$ cat config.mk
export PLATFORM = sky130hd
export DESIGN_NAME = rcp_ram
export DESIGN_NICKNAME = d
export VERILOG_FILES = /design/src/rtl/core/rcp_ram.sv
export SDC_FILE = /design/constraint.sdc
export NUM_CORES = 2
export LEC_CHECK = 0
export BUFFER_PORTS_ARGS = -buffer_cell sky130_fd_sc_hd__buf_2
export CAP_MARGIN = 10
export CORE_MARGIN = 2
export CORE_UTILIZATION = 35
export DETAILED_ROUTE_END_ITERATION = 8
export GPL_TIMING_DRIVEN = 0
export HOLD_SLACK_MARGIN = 0.12
export PLACE_DENSITY = 0.57
export SLEW_MARGIN = 20
export SYNTH_ARGS = -nofsm -noshare
export SYNTH_HDL_FRONTEND = slang
export SYNTH_SLANG_ARGS = --single-unit
$ cat constraint.sdc
create_clock -name aclk -period 2.2 [get_ports aclk]
set_input_delay 0.33 -clock aclk [delete_from_list [all_inputs] [get_ports aclk]]
set_output_delay 0.33 -clock aclk [all_outputs]
set_load 0.01 [all_outputs]
$ cat src/rtl/core/rcp_ram.sv
// generic single-write, single-read ram with registered read data
`timescale 1ns / 1ps

module rcp_ram #(
    parameter int WIDTH = 8,
    parameter int DEPTH = 256
) (
    input  logic                     aclk,
    input  logic                     we,
    input  logic [$clog2(DEPTH)-1:0] waddr,
    input  logic [WIDTH-1:0]         wdata,
    input  logic [$clog2(DEPTH)-1:0] raddr,
    output logic [WIDTH-1:0]         rdata
);

    logic [WIDTH-1:0] mem [DEPTH];
    logic [WIDTH-1:0] rdata_reg;

    always_ff @(posedge aclk) begin
        if (we) begin
            mem[waddr] <= wdata;
        end
        rdata_reg <= mem[raddr];
    end

    assign rdata = rdata_reg;

endmodule
* After elaboration in Yosys (flattened, before gate mapping)
Memory sizes are Yosys's and may differ from the RTL's. A register that Yosys moved wholly into a read port is not among the register bits.
Cells that the tools add are included.
** Operators by class
- Reduce and logical (&&, ||, !) cells :: 0
- Shifts and indexed selects :: 0
- Bitwise gates (word level) :: 0
- Mux-type cells :: 2
- $add $sub $neg :: 0
- Order comparisons :: 0
- Equality and inequality tests :: 0
- Multiply operators :: 0
- Divide/modulo/power cells :: 0
** Operator list (count)
- $mux 1 :: 2
** Word-level totals
- Memory bits (read-only) :: 0
- Memory bits (writable) :: 2048
- Logic and storage cells :: 3
- Memories :: 1
- Register bits :: 0
- Input bits :: 26
- Bits in latches :: 0
** Memory list
- mem :: words 256, bits a word 8, rd ports 1, clocked after memory_dff 1, wr ports 1, line 16 : logic [WIDTH-1:0] mem [DEPTH];

* Longest topological paths before layout
- Depth after elaboration :: 2
- Mapped depth :: 11

* Worst setup path before layout
No wires, ideal clock.
- Kind :: input port to flip-flop
- From :: in raddr[0]
- To :: reg rdata_reg[2], in the netlist rdata[2] (read register of mem)
- Path buffers :: 4
- Arrival time :: 2137 ps
- Setup slack :: -68 ps
- Cell stages on the path :: 9
- Cells stage by stage :: buf_6 > buf_12 > buf_8 > buf_2 > mux4_2 > a22oi_1 > a21oi_1 > nor4_1 > nor4_2
** RTL lines
- start, declared :: line 12 : input logic [$clog2(DEPTH)-1:0] raddr,
- end, declared :: line 17 : logic [WIDTH-1:0] rdata_reg;

==> metrics <==
Synth Instances=approximately 3,700; antenna violations before repair=22; Synth Area in Adders=0%; sw frac=23.0%; WHS Path Cells=3; max FFs per register=2,048; post-synthesis compound-gate area fraction=3.42%; Root Driver=clkbuf_16; FP Rows=175; Critical Path End Type=flip-flop; most frequent cell after synthesis=edfxtp_1; worst min path class=primary input to flip-flop; reg2reg path depth=5; CTS tree=yes; Total Wirelength=between 200 and 300 mm; CP Data Arrival Time=3.18 ns; gr ovfl total=0; Nets=approximately 4,000; Seq/Total Area, Yosys=77.5%; Synthesized Nets=~3,800; cts bufs inserted=209; Synth-to-Final Area Change=18.2%; dpl hpwl=168 mm; Synth area leaders=edfxtp_1 77%, mux4_2 13%, mux2i_1 1.7%; share of the synthesized area in the top cell type=77.3%; Die Y=481 um; normalized max-slew margin=roughly 11%; Leak=roughly 29 nW; sequential share of power=between 50% and 60%; Initial Util=35.1%; post-synth cell types=55; largest family of logic cells by synthesized area=multiplexers; Reg clk slew, reported paths=0.06 ns; DRC=0; RSZ-0062 raised after global routing=true; share of total power in combinational logic=6.3%; vias in the first global route=between 40,000 and 50,000; WL/cell=34.8 um; Pwr Density=890 nW/um^2; IO buf count=26; worst-path fanout max=10; XOR/XNOR share of the synthesized area=0%; pin count of the biggest net entering global routing=129; failing checks=negative setup slack; Ports=34; H-tree lvl count=4; layout cells sized above 1=31.6%; pre-CTS setup slack=-2.66 ns; Synth Area per Inst=between 20 and 25 um^2; clk sinks=2,056; maximum operating frequency=403 MHz; number of flops mapped to enable cells by yosys=2,048; routed length on met1=98.5 mm; min cycle time layout=2.48 ns; Clk Latency, worst-skew pair=between 0.8 and 0.9 ns; worst setup margin=-0.280 ns; vias=41,400; area leader, netlist=edfxtp_1; fin crit share=113%; mux cell area share after synthesis=14.6%; Req. time, crit path=2.90 ns; Clock Path Buffers=3; Synth Cell Area=between 70,000 and 80,000 um^2; GPL Wtd Cong=0.929; Setup crit start kind=primary input; actual slew at the worst max-slew pin=~1.3 ns; Antenna Nets Post-Route=0; skew final=0.0348 ns; global-route wire length before repair=about 340 mm; overall global routing resource usage=a little over a fifth; Pins Over Slew Limit=0; register bit total from synthesis=2,056; simple-gate share of the synthesized area=between 2 and 3%; DR vias/cell=5.74; routed wl met2=115 mm; Internal=roughly 64 mW; Final Power=about 84 mW; Ys Warns=0; maximum vdd drop=0.728 mV; met3 wire length=between 20 and 25 mm; drt pass-1 iters=6; maxcap violations=0; commonest cells in the netlist=2,048 x edfxtp_1, 454 x mux4_2, 282 x nor2_1, 134 x mux2i_1, 133 x a22oi_1; status=finished with violations; Highest Signal Layer=met5; Main synth FF type=edfxtp_1; FFs w/ async S/R, synth=0%; CP Class=primary input to flip-flop; Die Area=approximately 230,000 um^2; Core ar.=227,000 um^2; Die Wd=481 um; DRT iter0 DRCs=~6,200; Post-Route Utilization=41.5%; Hold Fails Final Rpt=0; Psw=~19 mW; Clock Power Share=42.0%; # setup viols final=about 320
[cell usage in the layout (no fill, tap or decap), drive strengths merged, types with 4 or more instances in the layout]
master       synthesis  routed
edfxtp            2048    2048
mux4               456     456
clkbuf             111     363
nor2               282     282
buf                122     196
mux2i              134     134
a22oi              133     133
clkinv               1     102
a21oi               96      96
o221ai              47      47
nand3               34      34
nand2               33      33
nor2b               31      31
o22ai               28      28
nor4                27      27
nor3                22      22
bufinv               0      16
a211oi              16      16
a221oi              14      14
o21ai               12      12
nand4               10      10
o211ai              10      10
nand2b               8       8
dlygate4sd3          0       8
dfxtp                8       8
a22o                 8       8
diode                0       7
and2                 6       6
clkinvlp             0       5
o22a                 5       5
a2111oi              5       5
o32ai                5       5
or2                  4       4
inv                  1       4
[final timing paths]
path / from / end / slack [ns]
hold reg to reg: mem[104][2] / rdata[2] / 1.28
setup reg to reg: mem[66][4] / rdata[4] / -0.27
hold / removal: waddr[3] / mem[205][7] / 0.26
setup / recovery: raddr[1] / rdata[3] / -0.28
[cell families (layout without fill, tap and decap cells)]
logic type	count (synthesis)	in the layout
flops	2056	2056
mux	591	591
simple gates	466	466
compound gates	385	385
buf+inv	235	695
other cells	0	7
[per-stage QoR]
stage / cell area, um^2 / setup TNS (ns) / hold slack [ns] / instances
final: 94000 / -17.32 / 0.262 / 7209
after global routing: 94000 / -9.60 / 0.266 / 7207
after CTS: 93400 / -1.75 / 0.192 / 7201
after detailed placement: 84600 / -2346.95 / 0.696 / 6803
after global placement: 83500 / -8083.42 / 0.746 / 6768
after floorplan: 79600 / 0 / 0.429 / 3733
[metal layers]
metal	global-route usage, %	vias to the layer above
met5	0	-
met4	11.0	2
met1	29.1	22200
met3	4.85	494
met2	32.7	2343
li1	-	16300
[area by class of cell]
| cell class | instances | area [um^2] |
|---|---|---|
| fill | 19700 | 133000 |
| sequential | 2056 | 61700 |
| multi-input combinational | 1442 | 18500 |
| clock buffer | 259 | 5420 |
| tap | 3009 | 3760 |
| buffer | 230 | 2090 |
| clock inverter | 125 | 1320 |
| timing repair buffer | 79 | 1200 |
| antenna | 7 | 17.5 |
| inverter | 2 | 11.3 |
[power by group through the flow]
stage          Sequential [mW]  Clock, mW  Combinational (mW)
2_1_floorplan             44.1          0                2.12
3_3_place_gp              44.2          0                4.52
3_5_place_dp              44.0          0                4.74
4_1_cts                   43.2       35.4                5.15
5_1_grt                   43.2       37.0                5.40
6_report                  43.2       35.1                5.30
[worst max-delay path, stage by stage]
cell      delay (ns)
buf_2           0.16
buf_8           0.21
buf_6           0.22
clkbuf_4        0.29
nor2_1          0.57
a22oi_1         0.28
a31oi_1         0.37
nor4_4          0.13
nor4_4          0.57
[what timing repair did]
action,4_1_cts,5_1_grt
setup buffers,9,2
pin swaps,28,26
endpoints found under the hold margin,487,0
gates resized for setup,528,141
setup endpoints to repair,1753,539
hold buffers,8,0
No activity file was read; power rests on OpenSTA's default activity.
